--- src/design/ter_pkg.sv ---
`default_nettype none
package ter_pkg;

    localparam int SUB_BITS    = 4;
    localparam int SUB_HALF    = (1 << SUB_BITS) >> 1;
    localparam int MAX_SCREEN  = 2048;
    localparam int COORD_W     = 15;
    localparam int POS_W       = 11;
    localparam int STEP_W      = 18;
    localparam int EDGE_W      = 40;
    localparam int AREA_W      = 33;
    localparam int COLOR_W     = 24;
    localparam int DIM_W       = 12;
    localparam int ADDR_W      = 22;
    localparam int INV_W       = 32;
    localparam int QUEUE_DEPTH = 2;

    localparam logic CMD_LOAD = 1'b0;
    localparam logic CMD_STEP = 1'b1;

    localparam logic [7:0] CFG_SCREEN_WIDTH  = 8'd0;
    localparam logic [7:0] CFG_SCREEN_HEIGHT = 8'd1;

    typedef struct packed {
        logic                          cmd;
        logic [2:0][COLOR_W-1:0]       color;
        logic [2:0][COORD_W-1:0]       vy;
        logic [2:0][COORD_W-1:0]       vx;
    } item_t;

    typedef struct packed {
        logic full;
        logic empty;
    } queue_status_t;

    typedef struct packed {
        logic [POS_W-1:0]   pixel_x;
        logic [POS_W-1:0]   pixel_row;
        logic [ADDR_W-1:0]  pixel_address;
        logic               covered;
        logic [7:0]         red;
        logic [7:0]         green;
        logic [7:0]         blue;
        logic               last;
    } pixel_t;

endpackage
`default_nettype wire

--- src/design/ter_queue.sv ---
`default_nettype none
module ter_queue
(
    input  wire               clk,
    input  wire               rst_n,
    input  wire               push,
    input  ter_pkg::item_t    push_item,
    input  wire               pop,
    output ter_pkg::item_t    head_item,
    output ter_pkg::queue_status_t status
);

    ter_pkg::item_t entry_reg [ter_pkg::QUEUE_DEPTH];
    logic       wr_ptr_reg;
    logic       rd_ptr_reg;
    logic [1:0] count_reg;
    logic       do_push;
    logic       do_pop;

    assign status.full  = (count_reg == 2'(ter_pkg::QUEUE_DEPTH));
    assign status.empty = (count_reg == 2'd0);
    assign do_push      = push && !status.full;
    assign do_pop       = pop && !status.empty;
    assign head_item    = entry_reg[rd_ptr_reg];

    always_ff @(posedge clk)
    begin
        if (do_push)
        begin
            entry_reg[wr_ptr_reg] <= push_item;
        end
    end

    always_ff @(posedge clk or negedge rst_n)
    begin
        if (!rst_n)
        begin
            wr_ptr_reg <= 1'b0;
            rd_ptr_reg <= 1'b0;
            count_reg  <= 2'd0;
        end
        else
        begin
            if (do_push)
            begin
                wr_ptr_reg <= ~wr_ptr_reg;
            end
            if (do_pop)
            begin
                rd_ptr_reg <= ~rd_ptr_reg;
            end
            count_reg <= count_reg + 2'(do_push) - 2'(do_pop);
        end
    end

endmodule
`default_nettype wire

--- config.mk ---
export PLATFORM = sky130hd
export DESIGN_NAME = ter_queue
export DESIGN_NICKNAME = d
export VERILOG_FILES = /design/src/design/ter_pkg.sv /design/src/design/ter_queue.sv
export SDC_FILE = /design/constraint.sdc
export NUM_CORES = 1
export LEC_CHECK = 0
export ABC_AREA = 1
export BUFFER_PORTS_ARGS = -buffer_cell sky130_fd_sc_hd__buf_4
export CAP_MARGIN = 20
export CORE_ASPECT_RATIO = 0.9
export CORE_UTILIZATION = 52
export CTS_CLUSTER_DIAMETER = 60
export CTS_CLUSTER_SIZE = 20
export DETAILED_ROUTE_END_ITERATION = 16
export PLACE_DENSITY = 0.84
export SLEW_MARGIN = 10
export SYNTH_ARGS = -nofsm -noshare
export SYNTH_HDL_FRONTEND = slang
export SYNTH_SLANG_ARGS = --single-unit
--- constraint.sdc ---
create_clock -name clk -period 9.4 [get_ports clk]
set_input_delay 1.88 -clock clk [delete_from_list [all_inputs] [get_ports clk]]
set_output_delay 1.88 -clock clk [all_outputs]
set_load 0.03 [all_outputs]
Word level (Yosys, flattened, before mapping)
Memories as Yosys holds them, arrays and structs flattened.
Cells that the tools add are included.
{"block": "word_totals", "register_bits": 4, "ram_bits": 326, "inputBits": 167, "elab_cells": 16, "mem_count": 1}
{"memory": "entry_reg", "depth": 2, "width": 163, "rd": 1, "rd_clocked_by_memory_dff": 0, "write_ports": 1, "line_no": "ter_queue.sv:13", "source": "ter_pkg::item_t entry_reg [ter_pkg::QUEUE_DEPTH];"}
{"block": "op_classes", "n_addsub": 2, "n_eq_ne": 1, "n_mux": 2, "bitwise_logic": 2, "reduce_logical": 5}
{"op": "adder 2 x 1 -> 2 bit", "count": 1}
{"op": "== test 2 bit (second input constant)", "count": 1}
{"op": "logical AND 1 bit", "count": 2}
{"op": "zero test 1 bit", "count": 2}
{"op": "zero test 2 bit", "count": 1}
{"op": "two-way mux 1 bit", "count": 2}
{"op": "NOT 1 bit", "count": 2}
{"op": "subtractor 2 x 1 -> 2 bit", "count": 1}

Depth between registers and ports, before layout
Gate-level depths: netlist of run 1.
{"block": "logic_depth", "word_depth": 5, "depth_mapped": 10}

Worst setup path after synthesis of run 1
No wires, ideal clock.
{"block": "synth_timing", "path_type": "input -> register", "startpoint": "in push", "endpoint": "mem entry_reg[1][0] in the netlist's numbering (enable)", "arrival_time_ns": 8.728, "required_ns": 8.712, "slack_ns": -0.015, "stages": 2, "cell_sequence": "nand2_1 nor2_1"}
{"block": "synth_between", "elab_chain_len": 3}
{"item": "from (decl)", "line_no": "ter_queue.sv:6", "source": "input wire push,"}
{"item": "logical AND 1 bit", "line_no": "ter_queue.sv:22", "source": "assign do_push = push && !status.full;"}
{"item": "two-way mux 1 bit", "line_no": "ter_queue.sv:28", "source": "if (do_push)"}
{"item": "two-way mux 1 bit (not written as such)", "line_no": "ter_queue.sv:30", "source": "entry_reg[wr_ptr_reg] <= push_item;"}
{"item": "to (decl)", "line_no": "ter_queue.sv:13"}
Every way passes these cells.

==> out/metrics.yaml, run 1 <==
clocking:
  cts_hold_buf: 0
  path_clk_slew_ps: 80
  tritoncts: "built"
  clk_latency_ps: 520
  root_buffer: "clkbuf_16"
  cts_resized: 0
  cts_sinks: 330
  cts_buffer_depth: 3
  cts_inserted_buffers: 23
  htreeDepth: 1
  post_cts_buffers: 0
cells_and_area:
  drive_above_1_share: 0.305
  layout.cells.non_filler: 1520
  fillers: 1556
  nets: 1378
  syn_to_final_growth_pct: 27.1
  ff_latch_area_sq_um: 9890
  largest_register_ffs: 326
  n_antenna_cell: 0
  multi_input_area_sq_um: 1940
sta:
  setup-tns-final_ps: 0
  grt_setup_unrepaired: "false"
  slew_headroom: 0.278
  finalCritPeriodShare: 0.582
  tightest_slew_ps: 1080
  finalSetupViolations: 0
  finalClockSkew_ps: 11.1
  drv_slew: 0
  hold_violations: 0
  fmax_mhz: 183
  finalCriticalPeriod_ps: 5470
  worst_slack_ps: 3930
critical_path:
  criticalPathCategory: "register to output pin"
  cp.arrival_ps: 3590
  worstSetupStartpointType: "register"
  worstPathRequired_ps: 7520
  endpoint_kind: "output pin"
  worstPathMaxFanout: 99
route:
  route.detailed.drc: 0
  drt_iter0_drc: 654
  via_count: 7628
  totalWireLength_um: 27400
  antenna_left: 0
  dr.pass1.iters: 5
  wire_per_inst_um: 18.0
  via_per_inst: 5.02
global_route:
  grt_use_total: 0.218
  grt_max_degree: 164
  grt_pass1_wl_um: 39900
  grt_pass1_vias: 7590
  grt_overflow: 0
  antenna_found_initial: 0
synth:
  synth_edf_count: 326
  synth_top_area_share: 0.803
  yosysWarnings: 0
  dominantRegCellSynth: "edfxtp_1"
  synth.net_count: 1054
  synth_top_cell_by_area: "edfxtp_1"
  synth_cell_types: 11
  syn_area_sq_um: 12200
  synth_seq_area_share: 0.811
  synth_area_leaders: "edfxtp_1 (80%), nand2_1 (15%), buf_6 (2.0%), dfrtp_1 (0.82%), buf_2 (0.41%)"
  async_reset_ff_frac: 0.0121
  syn_inst: 885
  synth-seq-cells: 330
  netlist_top_cells_count: "nand2_1 (502), edfxtp_1 (326), buf_6 (22)"
  synth_area_per_cell_sq_um: 13.8
  synth_most_common_cell: "nand2_1"
floorplan:
  initial_utilization: 0.537
  design.die.area_sq_um: 24100
  rows: 52
  io_pins: 332
  die_height_um: 147
  fp.dieW_um: 163
  coreArea_sq_um: 22700
pwr:
  peakVddDrop_mv: 0.316
  p_leak_nw: 6.60
  p_total_mw: 5.38
  power_density_nw_per_um2: 348
place:
  place_congestion: 0.779
  hpwl_um: 17200
  dpl.cell_count: 1481
  io_buffers: 331
  dp_slack_ps: 4530
hold_path:
  hold_class: "register to register"
outcome:
  status: "finished, final reports clean"
run:
  max_cap_violations: 0
## path summary, 6_finish.rpt
check / from / endpoint / slack (ps) / cells after the start
hold reg to reg: wr_ptr_reg$_DFFE_PN0P_ / wr_ptr_reg$_DFFE_PN0P_ / 500 / 2
hold / removal: wr_ptr_reg$_DFFE_PN0P_ / wr_ptr_reg$_DFFE_PN0P_ / 500 / 2
setup reg to reg: count_reg[1]$_DFF_PN0_ / entry_reg[0][106]$_DFFE_PP_ / 6670 / 4
setup / recovery: rd_ptr_reg$_DFFE_PN0P_ / head_item[102] / 3930 / 5
min in group asynchronous: rst_n / rd_ptr_reg$_DFFE_PN0P_ / 1150 / 1
max in group asynchronous: rst_n / rd_ptr_reg$_DFFE_PN0P_ / 8140 / 1
## routing by layer
layer / global-route usage / vias to the layer above / routed length, um
met2: 0.385 / 315 / 13700
met5: 0 / - / 0
met3: 0.0762 / 37 / 3060
met1: 0.255 / 3667 / 10100
li1: - / 3609 / -
met4: 0.0477 / 0 / 531
## final cells by class
cell class / count / share of cell area
well taps: 297 / 0.0240
clock buffers: 27 / 0.0381
repair buffers: 335 / 0.163
flip-flops and latches: 330 / 0.639
inverters: 11 / 0.00315
multi-input cells: 508 / 0.125
clock inverters: 12 / 0.00760
## cells in the final DEF, fill, tap and decap left out, types with 2 or more instances in the layout
master / n
nand2_1: 502
buf_4: 334
edfxtp_1: 326
clkbuf_16: 23
inv_1: 9
clkbuf_1: 4
nand3_1: 3
inv_6: 3
clkinv_2: 3
dfrtp_1: 3
ha_1: 2
clkinvlp_4: 2
## per-stage QoR
stage | util | hold WS (ps) | instance area [sq um]
floorplan | - | 442 | 12200
global placement | 0.651 | 455 | 14800
detailed placement | 0.651 | 482 | 14800
CTS | 0.682 | 500 | 15500
global route | 0.682 | 542 | 15500
finish | 0.682 | 496 | 15500
## power breakdown
part           internal (mW)  switching, mW
sequential              2.01          0.130
clock                  0.490          0.489
combinational          0.684           1.58
## logic make-up after synthesis
family	synth area share
adders and majority gates	0.00205
and+or+nand+nor	0.156
DFF	0.811
buffers and inverters	0.0303
## critical path, stage by stage, from the launching register on
cell and delay (ps):
dfrtp_4 800, inv_4 910, buf_4 730, nand2_1 180
nand2_1 140, buf_4 170
Power figures use the tool's default switching activity.
==> run 2: changes to the inputs <==
==> constraint.sdc (replaced) <==
create_clock -name clk -period 5.2 [get_ports clk]
set_input_delay 1.04 -clock clk [delete_from_list [all_inputs] [get_ports clk]]
set_output_delay 1.04 -clock clk [all_outputs]
set_load 0.03 [all_outputs]
==> out/metrics.yaml, run 2 (same netlist as run 1, synthesis figures left out) <==
critical_path:
  cpMaxStageDelayCell: "inv_4"
  critical_path.cell_chain: "inv_4 > buf_12 > nand2_1 > nand2_1 > buf_4"
  criticalPathCategory: "register to output pin"
  reg2regPathDepth: 5
  critPathMaxStageDelay_ps: 640
  worstSetupStartpointType: "register"
  worstPathMaxFanout: 84
  endpoint_kind: "output pin"
  cpMostUsedCell: "nand2_1"
  worstPathRequired_ps: 4160
  cp.arrival_ps: 2470
cells_and_area:
  nets: 1381
  syn_to_final_growth_pct: 27.4
  largest_register_ffs: 326
  layout.cells.non_filler: 1519
  final_cell_mix: "nand2_1 (502), buf_4 (334), edfxtp_1 (326)"
  fillers: 1525
  final_common_cell: "nand2_1"
  drive_above_1_share: 0.306
  n_antenna_cell: 0
place:
  hpwl_um: 17200
  place_congestion: 0.789
  dp_slack_ps: 2200
  io_buffers: 331
  dpl.cell_count: 1484
hold_path:
  hold_class: "primary input to async pin"
route:
  route.detailed.drc: 0
  wire_per_inst_um: 17.3
  totalWireLength_um: 26200
  antenna_left: 0
  via_count: 7613
  drt_iter0_drc: 584
  via_per_inst: 5.01
  dr.pass1.iters: 5
sta:
  finalCritPeriodShare: 0.675
  finalClockSkew_ps: 12.9
  finalCriticalPeriod_ps: 3510
  fmax_mhz: 285
  finalSetupViolations: 0
  hold_violations: 0
  setup-tns-final_ps: 0
  worst_slack_ps: 1690
  whs_ps: 317
  grt_setup_unrepaired: "false"
  slew_headroom: 0.318
  drv_slew: 0
  tightest_slew_ps: 1020
pwr:
  p_leak_nw: 6.63
  peakVddDrop_mv: 0.449
  power_density_nw_per_um2: 622
  p_total_mw: 9.65
global_route:
  grt_overflow: 0
  grt_pass1_vias: 7399
  grt_pass1_wl_um: 38800
  grt_max_degree: 101
  antenna_found_initial: 0
  grt_use_total: 0.212
floorplan:
  io_pins: 332
  coreArea_sq_um: 22700
  rows: 52
  die_height_um: 147
  initial_utilization: 0.537
  fp.dieW_um: 163
  design.die.area_sq_um: 24100
clocking:
  htreeDepth: 1
  cts_inserted_buffers: 22
  path_clk_slew_ps: 70
  cts_sinks: 330
  cts_buffer_depth: 3
  post_cts_buffers: 0
  tritoncts: "built"
  cts_resized: 0
  clk_latency_ps: 510
  root_buffer: "clkbuf_16"
  cts_hold_buf: 0
run:
  max_cap_violations: 0
outcome:
  status: "finished, final reports clean"
==> run 2: cell types whose count changed in the layout (fill, tap and decap cells not counted) <==
cell and change:
clkinvlp_4 -2, inv_8 -1, clkinv_2 -1, clkbuf_1 -2
buf_12 +4, inv_6 +2, inv_12 -1
==> run 2: final cells by class <==
cell class / instances / area (sq um) / area share
multi-input combinational: 508 / 1940 / 0.125
inverter: 11 / 48.8 / 0.00314
sequential: 330 / 9890 / 0.637
tap: 297 / 372 / 0.0239
clock buffer: 25 / 583 / 0.0376
timing repair buffer: 339 / 2610 / 0.168
clock inverter: 9 / 87.6 / 0.00564
==> run 2: critical path, delay by kind of cell, from the launching register on <==
family	cells	cell delay, ps
AND/OR/NAND/NOR	2	200
flip-flops	1	490
buffers and inverters	3	1150
==> run 2: layer usage <==
| metal | part of all wire | wire length [um] | vias to the layer above | GRT usage |
|---|---|---|---|---|
| met4 | 0.031 | 813 | 0 | 0.0743 |
| met2 | 0.50 | 13100 | 366 | 0.357 |
| li1 | - | - | 3617 | - |
| met1 | 0.37 | 9580 | 3573 | 0.257 |
| met5 | 0 | 0 | - | 0 |
| met3 | 0.10 | 2750 | 57 | 0.0669 |
==> run 2: where the power goes <==
group	internal (mW)	leakage, nW	switching (mW)	total [mW]
clock	0.864	0.332	0.835	1.70
combinational	1.28	3.22	2.92	4.19
sequential	3.62	3.08	0.137	3.76
total	5.76	6.63	3.89	9.65
==> run 2: worst paths after layout <==
| check | startpoint | to | slack, ps |
|---|---|---|---|
| min | rst_n | wr_ptr_reg$_DFFE_PN0P_ | 320 |
| max reg2reg | count_reg[0]$_DFF_PN0_ | entry_reg[0][71]$_DFFE_PP_ | 2950 |
| max in group asynchronous | rst_n | rd_ptr_reg$_DFFE_PN0P_ | 4770 |
| min in group clk | wr_ptr_reg$_DFFE_PN0P_ | wr_ptr_reg$_DFFE_PN0P_ | 480 |
| min reg2reg | wr_ptr_reg$_DFFE_PN0P_ | wr_ptr_reg$_DFFE_PN0P_ | 480 |
| max | rd_ptr_reg$_DFFE_PN0P_ | head_item[0] | 1690 |
==> run 2: metrics by stage <==
step | util | area (sq um)
2_1_floorplan | - | 12200
3_3_place_gp | 0.653 | 14800
3_5_place_dp | 0.653 | 14800
4_1_cts | 0.683 | 15500
5_1_grt | 0.684 | 15500
6_report | 0.684 | 15500
